## src/cfbs_pkg.sv

```systemverilog
// shared types, constants and crc helper for the crc framed bit serializer
package cfbs_pkg;

  localparam int PAYLOAD_BYTES  = 16;
  localparam int PREAMBLE_BYTES = 4;

  localparam int DATA_BITS = PAYLOAD_BYTES * 8;
  localparam int PRE_BITS  = PREAMBLE_BYTES * 8;
  localparam int WORD_BITS = 16;
  localparam int MAX_BITS  = (DATA_BITS > PRE_BITS) ?
                             ((DATA_BITS > WORD_BITS) ? DATA_BITS : WORD_BITS) :
                             ((PRE_BITS > WORD_BITS) ? PRE_BITS : WORD_BITS);
  localparam int POS_W  = $clog2(MAX_BITS);
  localparam int ADDR_W = (PAYLOAD_BYTES > 1) ? $clog2(PAYLOAD_BYTES) : 1;
  localparam int CNT_W  = $clog2(PAYLOAD_BYTES + 1);

  localparam logic [POS_W-1:0] PRE_LAST  = POS_W'(PRE_BITS - 1);
  localparam logic [POS_W-1:0] WORD_LAST = POS_W'(WORD_BITS - 1);
  localparam logic [POS_W-1:0] DATA_LAST = POS_W'(DATA_BITS - 1);
  localparam logic [CNT_W-1:0] CNT_FULL  = CNT_W'(PAYLOAD_BYTES);

  localparam logic [15:0] CRC_POLY = 16'h1021;
  localparam logic [15:0] CRC_INIT = 16'hFFFF;

  localparam logic [7:0]  RST_PREAMBLE = 8'hAA;
  localparam logic [15:0] RST_SYNC     = 16'h2DD4;
  localparam logic [15:0] RST_BIT_TIME = 16'd208;
  localparam logic [15:0] RST_GAP_TIME = 16'd20000;
  localparam logic [2:0]  RST_REPEATS  = 3'd3;

  localparam int CFG_AW = 3;
  localparam int CFG_DW = 16;
  localparam logic [CFG_AW-1:0] REG_PREAMBLE = 3'd0;
  localparam logic [CFG_AW-1:0] REG_SYNC     = 3'd1;
  localparam logic [CFG_AW-1:0] REG_BIT_TIME = 3'd2;
  localparam logic [CFG_AW-1:0] REG_GAP_TIME = 3'd3;
  localparam logic [CFG_AW-1:0] REG_REPEATS  = 3'd4;

  localparam logic OP_LOAD    = 1'b0;
  localparam logic OP_REQUEST = 1'b1;

  typedef enum logic [2:0] {
    PH_PREAMBLE = 3'd0,
    PH_SYNC     = 3'd1,
    PH_DATA     = 3'd2,
    PH_CRC      = 3'd3,
    PH_GAP      = 3'd4,
    PH_DONE     = 3'd5
  } phase_t;

  typedef struct packed {
    logic        from_ram;
    logic [2:0]  bit_sel;
    logic        level;
    logic [15:0] dur;
    logic        fin;
  } sym_t;

  function automatic logic [15:0] crc_byte(input logic [15:0] crc, input logic [7:0] b);
    logic [15:0] c;
    c = crc ^ {b, 8'h00};
    for (int k = 0; k < 8; k++) begin
      if (c[15]) begin
        c = {c[14:0], 1'b0} ^ CRC_POLY;
      end else begin
        c = {c[14:0], 1'b0};
      end
    end
    return c;
  endfunction

  function automatic logic pick_bit(input logic [7:0] b, input logic [2:0] sel);
    return b[3'd7 - sel];
  endfunction

endpackage

```

## src/cfbs_ram.sv

```systemverilog
// generic single write port, single read port ram with registered read
module cfbs_ram #(
  parameter int WIDTH = 8,
  parameter int DEPTH = 16
) (
  input  logic                                        clk,
  input  logic                                        we,
  input  logic [((DEPTH > 1) ? $clog2(DEPTH) : 1)-1:0] waddr,
  input  logic [WIDTH-1:0]                            wdata,
  input  logic                                        re,
  input  logic [((DEPTH > 1) ? $clog2(DEPTH) : 1)-1:0] raddr,
  output logic [WIDTH-1:0]                            rdata
);

  logic [WIDTH-1:0] mem [DEPTH];

  always_ff @(posedge clk) begin
    if (we) begin
      mem[waddr] <= wdata;
    end
    if (re) begin
      rdata <= mem[raddr];
    end
  end

endmodule

```

## src/crc_framed_bit_serializer.sv

```systemverilog
// top level of the crc framed bit serializer
//
// input channel: in_tuser is the opcode. opcode 0 loads in_tdata as the next
// payload byte and gives no result; opcode 1 requests the next symbol and
// gives exactly one result. a crc-16 ccitt runs over the payload as it loads;
// once the payload is full the frame is armed and symbols come out msb first:
// preamble bytes, sync word, payload, crc high and low byte, one low gap.
// the frame repeats as configured, then every request reports finished.
// loading a byte after a full payload drops the frame and starts a new one.
// payload bytes live in a small ram, read in the stage ahead of the output register.
// result channel: out_tdata carries level and duration, out_tuser finished.
// an accepted item passes the ram read stage and then the output register
// before out_tvalid. one item per cycle is taken when the result side keeps
// up. when the receiver stalls the output register and the read stage fill,
// then in_tready drops until out_tready returns.
// reset (rst_n low at a clock edge) restores the register defaults and
// leaves nothing armed; the payload ram is not cleared.
// configuration: cfg_we writes cfg_wdata to register cfg_addr.
module crc_framed_bit_serializer (
  input  logic        clk,
  input  logic        rst_n,
  input  logic        in_tvalid,
  output logic        in_tready,
  input  logic [7:0]  in_tdata,   // payload_byte
  input  logic        in_tuser,   // opcode
  output logic        out_tvalid,
  input  logic        out_tready,
  output logic [23:0] out_tdata,  // line_level, duration_us, zero pad
  output logic        out_tuser,  // finished
  input  logic        cfg_we,
  input  logic [cfbs_pkg::CFG_AW-1:0] cfg_addr,
  input  logic [cfbs_pkg::CFG_DW-1:0] cfg_wdata
);

  logic [7:0]  preamble_r;
  logic [15:0] sync_r;
  logic [15:0] bit_time_r;
  logic [15:0] gap_time_r;
  logic [2:0]  repeats_total_r;

  logic [15:0]                  crc_r, crc_nxt;
  logic [cfbs_pkg::CNT_W-1:0]   cnt_r, cnt_nxt;
  cfbs_pkg::phase_t             phase_r, phase_nxt;
  logic [cfbs_pkg::POS_W-1:0]   pos_r, pos_nxt;
  logic [2:0]                   reps_r, reps_nxt;

  logic           s1_v_r, s1_v_nxt;
  cfbs_pkg::sym_t s1_r, s1_nxt;
  logic           out_v_r, out_v_nxt;
  logic           out_level_r, out_level_nxt;
  logic [15:0]    out_dur_r, out_dur_nxt;
  logic           out_fin_r, out_fin_nxt;

  logic s1_go, acc, req, load;
  logic [cfbs_pkg::CNT_W-1:0]  eff_cnt;
  logic [15:0]                 eff_crc;
  logic                        ram_we, ram_re;
  logic [cfbs_pkg::ADDR_W-1:0] ram_waddr, ram_raddr;
  logic [7:0]                  ram_rdata;
  logic [7:0]                  word_byte;

  assign s1_go     = !out_v_r || out_tready;
  assign in_tready = !s1_v_r || s1_go;
  assign acc       = in_tvalid && in_tready;
  assign req       = acc && (in_tuser == cfbs_pkg::OP_REQUEST);
  assign load      = acc && (in_tuser == cfbs_pkg::OP_LOAD);

  assign eff_cnt   = (cnt_r == cfbs_pkg::CNT_FULL) ? '0 : cnt_r;
  assign eff_crc   = (cnt_r == cfbs_pkg::CNT_FULL) ? cfbs_pkg::CRC_INIT : crc_r;
  assign ram_we    = load;
  assign ram_waddr = eff_cnt[cfbs_pkg::ADDR_W-1:0];
  assign ram_re    = req && (phase_r == cfbs_pkg::PH_DATA);
  assign ram_raddr = pos_r[3 +: cfbs_pkg::ADDR_W];

  cfbs_ram #(
    .WIDTH (8),
    .DEPTH (cfbs_pkg::PAYLOAD_BYTES)
  ) u_payload_ram (
    .clk   (clk),
    .we    (ram_we),
    .waddr (ram_waddr),
    .wdata (in_tdata),
    .re    (ram_re),
    .raddr (ram_raddr),
    .rdata (ram_rdata)
  );

  always_ff @(posedge clk) begin
    if (!rst_n) begin
      preamble_r      <= cfbs_pkg::RST_PREAMBLE;
      sync_r          <= cfbs_pkg::RST_SYNC;
      bit_time_r      <= cfbs_pkg::RST_BIT_TIME;
      gap_time_r      <= cfbs_pkg::RST_GAP_TIME;
      repeats_total_r <= cfbs_pkg::RST_REPEATS;
    end else if (cfg_we) begin
      case (cfg_addr)
        cfbs_pkg::REG_PREAMBLE: preamble_r      <= cfg_wdata[7:0];
        cfbs_pkg::REG_SYNC:     sync_r          <= cfg_wdata;
        cfbs_pkg::REG_BIT_TIME: bit_time_r      <= cfg_wdata;
        cfbs_pkg::REG_GAP_TIME: gap_time_r      <= cfg_wdata;
        cfbs_pkg::REG_REPEATS:  repeats_total_r <= cfg_wdata[2:0];
        default: ;
      endcase
    end
  end

  // sync and crc words, high byte first
  always_comb begin
    if (phase_r == cfbs_pkg::PH_SYNC) begin
      word_byte = pos_r[3] ? sync_r[7:0] : sync_r[15:8];
    end else begin
      word_byte = pos_r[3] ? crc_r[7:0] : crc_r[15:8];
    end
  end

  always_comb begin
    crc_nxt   = crc_r;
    cnt_nxt   = cnt_r;
    phase_nxt = phase_r;
    pos_nxt   = pos_r;
    reps_nxt  = reps_r;
    s1_nxt    = s1_r;

    if (load) begin
      crc_nxt = cfbs_pkg::crc_byte(eff_crc, in_tdata);
      cnt_nxt = eff_cnt + 1'b1;
      if (cnt_nxt == cfbs_pkg::CNT_FULL) begin
        phase_nxt = cfbs_pkg::PH_PREAMBLE;
        pos_nxt   = '0;
        reps_nxt  = '0;
      end else begin
        phase_nxt = cfbs_pkg::PH_DONE;
      end
    end else if (req) begin
      s1_nxt.from_ram = 1'b0;
      s1_nxt.bit_sel  = pos_r[2:0];
      s1_nxt.level    = 1'b0;
      s1_nxt.dur      = bit_time_r;
      s1_nxt.fin      = 1'b0;
      pos_nxt         = pos_r + 1'b1;
      case (phase_r)
        cfbs_pkg::PH_PREAMBLE: begin
          s1_nxt.level = cfbs_pkg::pick_bit(preamble_r, pos_r[2:0]);
          if (pos_r == cfbs_pkg::PRE_LAST) begin
            pos_nxt   = '0;
            phase_nxt = cfbs_pkg::PH_SYNC;
          end
        end
        cfbs_pkg::PH_SYNC: begin
          s1_nxt.level = cfbs_pkg::pick_bit(word_byte, pos_r[2:0]);
          if (pos_r == cfbs_pkg::WORD_LAST) begin
            pos_nxt   = '0;
            phase_nxt = cfbs_pkg::PH_DATA;
          end
        end
        cfbs_pkg::PH_DATA: begin
          s1_nxt.from_ram = 1'b1;
          if (pos_r == cfbs_pkg::DATA_LAST) begin
            pos_nxt   = '0;
            phase_nxt = cfbs_pkg::PH_CRC;
          end
        end
        cfbs_pkg::PH_CRC: begin
          s1_nxt.level = cfbs_pkg::pick_bit(word_byte, pos_r[2:0]);
          if (pos_r == cfbs_pkg::WORD_LAST) begin
            pos_nxt   = '0;
            phase_nxt = cfbs_pkg::PH_GAP;
          end
        end
        cfbs_pkg::PH_GAP: begin
          s1_nxt.dur = gap_time_r;
          pos_nxt    = pos_r;
          reps_nxt   = reps_r + 1'b1;
          if (reps_nxt >= repeats_total_r || reps_nxt == 3'd0) begin
            phase_nxt = cfbs_pkg::PH_DONE;
          end else begin
            phase_nxt = cfbs_pkg::PH_PREAMBLE;
            pos_nxt   = '0;
          end
        end
        default: begin
          s1_nxt.dur = '0;
          s1_nxt.fin = 1'b1;
          pos_nxt    = pos_r;
        end
      endcase
    end
  end

  always_comb begin
    s1_v_nxt      = in_tready ? req : s1_v_r;
    out_v_nxt     = out_v_r;
    out_level_nxt = out_level_r;
    out_dur_nxt   = out_dur_r;
    out_fin_nxt   = out_fin_r;
    if (s1_go) begin
      out_v_nxt     = s1_v_r;
      out_level_nxt = s1_r.from_ram ? cfbs_pkg::pick_bit(ram_rdata, s1_r.bit_sel) : s1_r.level;
      out_dur_nxt   = s1_r.dur;
      out_fin_nxt   = s1_r.fin;
    end
  end

  always_ff @(posedge clk) begin
    if (!rst_n) begin
      crc_r   <= cfbs_pkg::CRC_INIT;
      cnt_r   <= '0;
      phase_r <= cfbs_pkg::PH_DONE;
      pos_r   <= '0;
      reps_r  <= '0;
      s1_v_r  <= 1'b0;
      out_v_r <= 1'b0;
    end else begin
      crc_r   <= crc_nxt;
      cnt_r   <= cnt_nxt;
      phase_r <= phase_nxt;
      pos_r   <= pos_nxt;
      reps_r  <= reps_nxt;
      s1_v_r  <= s1_v_nxt;
      out_v_r <= out_v_nxt;
    end
  end

  always_ff @(posedge clk) begin
    s1_r        <= s1_nxt;
    out_level_r <= out_level_nxt;
    out_dur_r   <= out_dur_nxt;
    out_fin_r   <= out_fin_nxt;
  end

  assign out_tvalid = out_v_r;
  assign out_tdata  = {7'd0, out_dur_r, out_level_r};
  assign out_tuser  = out_fin_r;

endmodule

```

## config.mk

```make
export PLATFORM = sky130hd
export DESIGN_NAME = crc_framed_bit_serializer
export DESIGN_NICKNAME = d
export VERILOG_FILES = /design/src/cfbs_pkg.sv /design/src/cfbs_ram.sv /design/src/crc_framed_bit_serializer.sv
export SDC_FILE = /design/constraint.sdc
export NUM_CORES = 1
export LEC_CHECK = 0
export CORE_ASPECT_RATIO = 1.4
export CORE_MARGIN = 5
export CORE_UTILIZATION = 45
export CTS_BUF_LIST = sky130_fd_sc_hd__clkbuf_8
export DETAILED_ROUTE_END_ITERATION = 8
export DONT_BUFFER_PORTS = 1
export GPL_TIMING_DRIVEN = 0
export PLACE_DENSITY_LB_ADDON = 0.08
export SETUP_SLACK_MARGIN = 0.2
export SLEW_MARGIN = 25
export SYNTH_ARGS = -nofsm -noshare
export SYNTH_HDL_FRONTEND = slang
export SYNTH_HIERARCHICAL = 1
export SYNTH_SLANG_ARGS = --single-unit
```

## constraint.sdc

```tcl
create_clock -name clk -period 2.5 [get_ports clk]
set_input_delay 0.125 -clock clk [delete_from_list [all_inputs] [get_ports clk]]
set_output_delay 0.125 -clock clk [all_outputs]
set_load 0.05 [all_outputs]
```

==> summary by stage, run 1 <==
Clock tree
Clock-pin slew was measured on the worst setup and hold paths at 0.07 ns. The total clock sinks is 271. The number of levels the H-tree was split into is 2.

The TritonCTS clock tree is yes. In this run the deepest clock path goes through 3 buffers. The cell at the root of the clock tree is clkbuf_8. The clock insertion delay at the later pin of the skew report is 0.55 ns. Buffers inserted during clock tree synthesis total 42.

STA
The transition time at the pin with the least slew margin is 0.872 ns. In the final timing run, aggregate negative setup slack is 0 ns. The hold violation count in the final report is 0. The final number of setup-violating endpoints is 0.

After layout, the worst setup slack is 0.223 ns. The clock skew after layout is between 0.02 and 0.025 ns. Setup repair after global routing could not meet its margin everywhere. The max-slew violation total from the final report is 0. The peak clock frequency supported by timing is approximately 440 MHz. Dividing the final minimum period by the clock period gives 0.911.

Headroom to the max-slew limit came out at 0.419. The clock period minus worst slack is 2.28 ns.

Logic synthesis
The mapped netlist covers 11,600 um2. Ranked by total cell area, the synthesized netlist is headed by edfxtp_1 (45%), dfxtp_1 (16%), nand2_1 (5.6%). edfxtp_1 takes more of the synthesized area than any other cell. The synthesized design contains ~270 register bits. The area share of fa/ha/maj cells after synthesis is 0.00968. The number of different library cells in the post-synthesis netlist is 66. Counting every instance in the synthesized netlist gives around 930. Counting flops with an async set or reset pin after synthesis yields a share of 0. The leading register cell type out of synthesis is edfxtp_1. The total number of yosys warnings is 6. Of the total synthesized cell area, the portion taken by AND, OR, NAND and NOR gates is 0.136. Yosys mapped a number of flops with a built-in enable equal to 176. The post-synthesis sequential area ratio is 0.618. The share of synthesized area in the top cell type comes to 0.454.

Of the total synthesized cell area, the portion taken by XOR and XNOR cells is 0.0188. By area, the combinational part of the netlist is dominated by simple AND/OR/NAND/NOR gates. The portion of synthesized area spent on multiplexers is 0.0998. The mean post-synth cell area is 12.5 um2. The compound-cell area share of the yosys netlist is 0.0784.

Worst setup path
STA classifies the critical path startpoint as a flop. The endpoint type of the worst setup path is a flop. Data on the critical path is required at its endpoint by approximately 2.8 ns. The startpoint of the worst-slack reg-to-reg timing path is out_tvalid. The type of the worst setup path is reg -> reg. The launching instance or port of the critical path is out_tvalid. For the worst setup path, the data arrival time is ~2.5 ns. The endpoint identified for the worst register-to-register timing path is u_payload_ram/mem[1][1]. In this run the worst path has a maximum fanout of 8. The setup check on the worst reg-to-reg path leaves a slack of 0.22 ns. The depth of the worst register-to-register path is 9.

Floorplan
The floorplan has between 60 and 70 rows. The initial utilization of the core area, before any placement, comes to 0.457. In this run the count of I/O pins placed on the die edge is 60. The floorplan step defined a die boundary enclosing 29,200 um2. The die span in x is approximately 150 um. Measured along the y axis, the die boundary spans ~200 um.

The core box area is 25,500 um2.

Placement
Buffers placed on the I/O ports in this run total 0. The post-placement setup slack is -0.449 ns. The placed instance area is 12,200 um2. At the end of routability-driven placement, the weighted congestion stood at 0.861. The placed wire-length estimate after detailed placement is approximately 21,000 um. The cell count after placement is 1,253.

Power and ir drop
The share of total power dissipated in combinational logic is 0.071. Internal power comes to 6.69 mW. The power density over cell area is ~630 nW/um2. For this design the total switching power over the nets is approximately 2.1 mW. The share of total power dissipated in sequential elements is 0.563. The clock group share of total power is 0.367. IR analysis of the VDD net gives a maximum drop of 0.000368 V. For this design the static power due to leakage is between 4 and 5 nW. The share of total power consumed by net switching is 0.241.

Route
The residual antenna-violating net count after detailed routing is 0. The DRC violation count after routing is 0. The detailed router finished its first iteration with about 500 violations.

Summing over every cut layer, the via total after detailed routing is 7,724. The number of iterations in the first detailed-routing pass is 5. The ratio of routed vias to standard cells is 5.50. The total detailed-routing wirelength is 31,000 um. In the final routed layout, each cell accounts on average for 22.0 um.

Final layout
Once layout is done, the placed cells without fillers occupy 13,900 um2. The number of nets in the layout is ~1.1k. From synthesis to final layout, the design area changed by 19.8%. In the final layout, the share of cells above drive strength 1 is 0.199. The final standard cell count with taps included and fillers excluded is 1,405.

Worst hold path
The class of the tightest hold or removal check is in -> reg. The number of cells on the worst hold path is 5. The endpoint of the worst hold path is sync_r[15].

The startpoint of the tightest hold check path is cfg_addr[2].

GRT
The aggregate global-route resource usage is 0.210. The via count of the first global-routing pass was about 8k. The initial antenna violation count is 3. Entering global routing, the biggest net connects 23 pins. The first global-routing pass estimated 46,800 um of wire. For this run the aggregate overflow at the end of global routing stands at 0.

Flow run
The number of max-cap violations is 0.

Outcome
The run finished with clean final reports.
-- per-layer routing --
| layer | track usage | share of wire |
|---|---|---|
| met3 | 0.0396 | 0.040 |
| met5 | 0 | 0 |
| met2 | 0.387 | 0.54 |
| met4 | 0.0859 | 0.034 |
| met1 | 0.237 | 0.39 |
-- through the flow --
| stage | total power, mW | util | hold slack [ns] |
|---|---|---|---|
| detailed placement | 5.52 | 0.477 | 0.226 |
| floorplan | 5.39 | - | 0.224 |
| finish | 8.81 | 0.547 | 0.0411 |
| CTS | 8.90 | 0.542 | 0.00398 |
| global route | 9.18 | 0.547 | 0.0414 |
| global placement | 5.52 | 0.477 | 0.226 |
-- flip-flops by register name (all words and copies together), names as in the netlist, 5 cells and up --
register and count:
cnt_r 5, u_payload_ram/mem 128, crc_r 16, bit_time_r 16, s1_r 22, sync_r 16, preamble_r 8, pos_r 7
u_payload_ram/rdata 8, gap_time_r 16, out_dur_r 16
-- kinds of logic after synthesis --
logic type                 Yosys count
AOI/OAI and AO/OA                  142
xor gates and xnor gates            21
adders and majority gates            9
buffers and inverters               91
DFF                                271
muxes                               55
other                                1
and+or+nand+nor                    338
-- synthesized netlist by cell type, types with 9 or more instances --
cell type  count
edfxtp_1     176
nand2_1      174
dfxtp_1       95
a21oi_1       49
nor2_1        40
nand3_1       36
clkbuf_1      28
inv_1         26
mux4_2        24
nor3_1        24
o211ai_1      22
o21ai_0       22
mux4_1        19
a22oi_1       16
mux2i_1       11
xnor2_1       11
buf_2         10
nand4_1       10
buf_4          9
ha_1           9
-- worst max-delay path, cell delays in order, from the launching register on --
cell	delay, ns
dfxtp_4	0.42
nand3b_4	0.24
nand2_4	0.10
or2_4	0.25
inv_4	0.06
buf_12	0.09
or3b_4	0.40
buf_12	0.15
nor2_4	0.11
buf_12	0.14
-- placed cells by master (no fill, tap or decap), types with 11 or more instances in the layout --
| cell | netlist | final |
|---|---|---|
| nor2_1 | 40 | 26 |
| edfxtp_1 | 176 | 176 |
| buf_12 | 0 | 13 |
| nand3_1 | 36 | 35 |
| buf_4 | 9 | 41 |
| clkbuf_8 | 0 | 43 |
| o21ai_0 | 22 | 21 |
| dlygate4sd3_1 | 0 | 33 |
| nand2_1 | 174 | 172 |
| o211ai_1 | 22 | 22 |
| nor2_4 | 2 | 16 |
| dfxtp_1 | 95 | 90 |
| nor3_1 | 24 | 18 |
| mux4_1 | 19 | 16 |
| inv_1 | 26 | 35 |
| a22oi_1 | 16 | 16 |
| clkbuf_1 | 28 | 24 |
| a21oi_1 | 49 | 46 |
| mux2i_1 | 11 | 11 |
| mux4_2 | 24 | 27 |
| xnor2_1 | 11 | 11 |
| clkinv_1 | 0 | 13 |
-- power by group through the flow --
stage,combinational (mW),sequential [mW],clock [mW]
4_1_cts,0.607,4.96,3.34
5_1_grt,0.674,4.96,3.54
3_5_place_dp,0.462,5.06,0
2_1_floorplan,0.367,5.03,0
3_3_place_gp,0.461,5.05,0
6_report,0.623,4.96,3.23
-- worst max path at each step --
stage | endpoint | slack, ns | cells after the start
finish | u_payload_ram/mem[1][1] | 0.22 | 9
detailed placement | u_payload_ram/mem[1][1] | -0.45 | 9
global route | pos_r[4] | 0.19 | 8
global placement | u_payload_ram/mem[1][1] | -0.48 | 9
floorplan | u_payload_ram/mem[7][0] | 0.14 | 9
CTS | s1_r[17] | 0.20 | 7
-- final cells by class --
class | count | area (um2)
fillers | 2187 | 11500
inverters | 26 | 100
well taps | 319 | 399
multi-input cells | 572 | 4300
flip-flops and latches | 271 | 7200
diodes | 3 | 7.51
plain buffers | 65 | 398
clock inverters | 28 | 111
clock buffers | 43 | 592
repair buffers | 78 | 822
-- timing repair --
item / CTS / global route
buffers inserted: 37 / 8
endpoints found under the setup margin: 147 / 125
pin swaps: 25 / 13
hold buffers: 33 / 0
gates resized for setup: 49 / 19
endpoints found under the hold margin: 199 / 0
No activity file was read; power rests on OpenSTA's default activity.
==> inputs of run 2 (changes only) <==
ABC_AREA = 1   (was not set)
REMOVE_ABC_BUFFERS = 1   (was not set)
==> run 2 against run 1 <==
Critical path depth is 3 lower. Sequential share of layout area is 1.4 points lower. Sequential cell count stayed put. Area after synthesis is 5.4% higher. Global-route usage is 0.21 points lower.
==> summary by stage, run 2 <==
Outcome
Run status: complete, no violations (unchanged).

Logic synthesis
The post-synthesis sequential area ratio came to 0.586 (was 0.618). The area share of fa/ha/maj cells after synthesis was 0.00918 (was 0.00968). The cell with the most instances after synthesis is nand2_1 (was edfxtp_1). The mux share of post-synthesis cell area came to 0.00163 (was 0.0998). The count of mapped cells out of synthesis came to 1,388 (was 928). The most area-hungry cell type in the Yosys netlist is edfxtp_1 (unchanged).

The number of different library cells in the post-synthesis netlist came to 37 (was 66). The leading register cell type out of synthesis is edfxtp_1 (unchanged). The count of flip-flops with a built-in enable after synthesis is 176 (unchanged).

The compound-cell area share of the yosys netlist is 0.0649 (was 0.0784). Main area contributors after synthesis: edfxtp_1 (43%), dfxtp_1 (16%), nand2_1 (11%) (was edfxtp_1 (45%), dfxtp_1 (16%), nand2_1 (5.6%)). The dominant combinational cell family by area after synthesis was simple AND/OR/NAND/NOR gates (unchanged). The cell area after synthesis is 12,300 um2 (was 11,600 um2). Top cells by count, synth: nand2_1 (374), inv_1 (189), nand3_1 (177), edfxtp_1 (176), nor2_1 (106) (was edfxtp_1 (176), nand2_1 (174), dfxtp_1 (95), a21oi_1 (49), nor2_1 (40)).

The xor and xnor area share after synthesis is 0.00745 (was 0.0188). The simple-gate share of the synthesized area came to 0.238 (was 0.136). The fraction of post-synthesis cell area in the top cell type by area is 0.431 (was 0.454). The mean post-synth cell area is 8.84 um2 (was 12.5 um2).

The async set or reset register ratio after synthesis is 0 (unchanged). The number of synthesized register bits was 271 (unchanged). The total number of yosys warnings is 6 (unchanged).

Route
The total via count after detailed routing is 9,212 (was 7,724). The routed wirelength normalized by instance count is 17.2 um (was 22.0 um). The ratio of routed vias to standard cells is 4.98 (was 5.50).

The number of design-rule violations left by the first detailed-router iteration was 451 (was 498). The uppermost layer routed is met4 (unchanged). The residual antenna-violating net count after detailed routing is 0 (unchanged).

The DRC violation count after routing came to 0 (unchanged). The routed metal-1 wire length is 12,400 um (was 12,000 um). The met3 wire length is 1100 um (was 1240 um). The number of iterations in the first detailed-routing pass came to 5 (unchanged). The total detailed-routing wirelength was 31,900 um (was 31,000 um). The detailed-routed wire length on met2 is 16,900 um (was 16,700 um).

Power and ir drop
The internal power component is 7.28 mW (was 6.69 mW). The net switching power figure was 2.82 mW (was 2.12 mW). The share of total power in sequential cells came to 0.507 (was 0.563).

The share of power burned in combinational logic is 0.124 (was 0.071). The total power is 10.1 mW (was 8.81 mW). The worst ir drop on vdd was 0.000528 V (was 0.000368 V). The static leakage power is 6.15 nW (was 4.83 nW). The clock group share of total power came to 0.369 (was 0.367). The power density over cell area came to 706 nW/um2 (was 633 nW/um2). The share of total power consumed by net switching is 0.279 (was 0.241).

Final layout
Most frequent cells in the layout: nand2_1 (369), inv_1 (207), nand3_1 (176), edfxtp_1 (176), dfxtp_1 (90) (was edfxtp_1 (176), nand2_1 (172), dfxtp_1 (90)). The final standard cell count with taps included and fillers excluded is 1,850 (was 1,405). The total of fill cells in the finished design was 2,532 (was 2,187). The flip-flop count of the largest register, all copies and words added is 128 (unchanged). The share of post-route cells with drive strength above 1 was 0.0971 (was 0.199). Biggest registers after layout: u_payload_ram/mem (128), s1_r (22) (unchanged).

The area of all placed cells without fillers was 14,300 um2 (was 13,900 um2). The most common library cell in the layout ignoring fill and taps is nand2_1 (was edfxtp_1). The number of nets in the layout came to 1,490 (was 1,098). The register containing the most flip-flops in the final layout was u_payload_ram/mem (unchanged). The area added between synthesis and finish is 16.7% (was 19.8%). The core utilization of the finished layout is 0.532 (was 0.547).

STA
The post-route setup TNS was 0 ns (unchanged). The clock skew after layout is 0.0174 ns (was 0.0204 ns). The part of the cycle the worst path needs is 0.865 (was 0.911).

The relative max-transition margin is 0.361 (was 0.419). The clock period minus worst slack is 2.16 ns (was 2.28 ns). Unrepaired setup endpoints after global routing: false (was true).

The hold violation count in the final report is 0 (unchanged). The setup slack after layout is 0.337 ns (was 0.223 ns). The post-route worst hold slack is 0.0556 ns (was 0.0411 ns). The transition time at the pin with the least slew margin came to 0.955 ns (was 0.872 ns).

The peak clock frequency supported by timing is 462 MHz (was 439 MHz). The max-slew violation total from the final report is 0 (unchanged). The final number of setup-violating endpoints is 0 (unchanged).

Clock tree
The TritonCTS clock tree is yes (unchanged). The number of clock buffers inserted by TritonCTS was 44 (was 42). The clock transition at the registers of the reported paths was 0.06 ns (was 0.07 ns). The clock insertion delay at the later pin of the skew report is 0.58 ns (was 0.55 ns).

The total clock sinks is 271 (unchanged). The number of levels the H-tree was split into is 2 (unchanged). The cell at the root of the clock tree is clkbuf_8 (unchanged). The maximum buffer depth of the clock tree came to 3 (unchanged).

Worst setup path
The depth of the worst register-to-register path is 6 (was 9). The largest fanout of any net on the critical path came to 9 (was 8). The launching instance or port of the critical path is out_tvalid (unchanged). The signal arrival time at the worst endpoint came to 2.49 ns (was 2.53 ns). The startpoint of the worst-slack reg-to-reg timing path is out_tvalid (unchanged).

The worst-case register-to-register setup slack is 0.34 ns (was 0.22 ns). The required time reported for the critical path endpoint is 2.83 ns (was 2.75 ns). The startpoint type of the worst setup path is a flop (unchanged). The type of the worst setup path was reg -> reg (unchanged). The endpoint type of the worst setup path is a flop (unchanged). The endpoint of the worst-slack reg-to-reg timing path is u_payload_ram/mem[1][7] (was u_payload_ram/mem[1][1]).

GRT
The via count of the first global-routing pass is 9,084 (was 7,797). The aggregate global-route resource usage is 0.208 (was 0.210). The largest net degree at the start of global routing is 75 (was 23).

The global-route wire length before repair was 49,500 um (was 46,800 um). The final global-route overflow total is 0 (unchanged). The initial antenna violation count came to 3 (unchanged).

Worst hold path
The class of the tightest hold or removal check is in -> reg (unchanged). The endpoint of the worst hold path is crc_r[14] (was sync_r[15]). The number of cells on the worst hold path is 6 (was 5).

The startpoint of the tightest hold check path is in_tdata[2] (was cfg_addr[2]).

Floorplan
The die span in x is 150 um (was 146 um). The core box area is 26,900 um2 (was 25,500 um2). The number of I/O pins is 60 (unchanged). The y dimension of the die is 205 um (was 200 um).

The starting density of the core is 0.456 (was 0.457). The area of the die is 30,700 um2 (was 29,200 um2). The placement row count came to 71 (was 69).

Placement
The count of input and output buffers came to 0 (unchanged). The global placer's final weighted congestion was 0.782 (was 0.861). The placed instance area came to 12,500 um2 (was 12,200 um2). The cell count after placement is 1,696 (was 1,253). The post-placement setup slack was -1.27 ns (was -0.449 ns). The placed wire-length estimate after detailed placement came to 19,000 um (was 20,900 um).

Flow run
The number of max-cap violations is 0 (unchanged).
## run 2: what timing repair did
action | in CTS | in global routing
resized for setup | 40 | 13
pin swaps | 10 | 7
endpoints found under the setup margin | 169 | 149
setup buffers | 15 | 8
endpoints found under the hold margin | 225 | 0
hold buffers | 45 | 0
cloned | 2 | 1
## run 2: cells by family after synthesis
| group | Yosys count |
|---|---|
| and+or+nand+nor | 687 |
| muxes | 2 |
| DFF | 271 |
| buffers and inverters | 262 |
| other | 1 |
| xor gates and xnor gates | 7 |
| adders and majority gates | 9 |
| AOI/OAI and AO/OA | 149 |
## run 2: area by class of cell
class                           count  area, um2  area share
Tap cell                          365        457      0.0319
Antenna cell                        2       5.00    0.000350
Timing Repair Buffer               71        856      0.0598
Multi-Input combinational cell    863       4200       0.293
Clock buffer                       47        647      0.0452
Clock inverter                     34        200      0.0140
Sequential cell                   271       7200       0.503
Inverter                          196        746      0.0521
Timing Repair inverter              1       5.00    0.000350
## run 2: worst max-delay path by stage
stage,end,slack (ns),cells after the start
floorplan,u_payload_ram/rdata[4],-0.80,7
global placement,u_payload_ram/rdata[3],-3.08,7
detailed placement,u_payload_ram/mem[10][7],-1.27,5
CTS,u_payload_ram/mem[1][7],0.23,8
global route,u_payload_ram/rdata[1],0.20,7
finish,u_payload_ram/mem[1][7],0.34,6
## run 2: worst max-delay path, stage by stage, from the launching register on
cell        delay, ns
dfxtp_4          0.46
nand3_4          0.29
nand3_4          0.26
clkinvlp_4       0.25
nand2_1          0.40
nor2_4           0.08
buf_12           0.15
## run 2: power groups by stage
stage	Combinational [mW]	Sequential, mW	Clock (mW)
CTS	1.21	5.13	3.83
global placement	0.972	5.26	0
floorplan	0.721	5.19	0
finish	1.26	5.12	3.72
global route	1.40	5.14	4.06
detailed placement	1.04	5.23	0
## run 2: metal layers
metal / GRT usage / up-vias
met1: 0.226 / 4327
met2: 0.385 / 169
met4: 0.104 / 0
met5: 0 / -
li1: - / 4647
met3: 0.0377 / 69
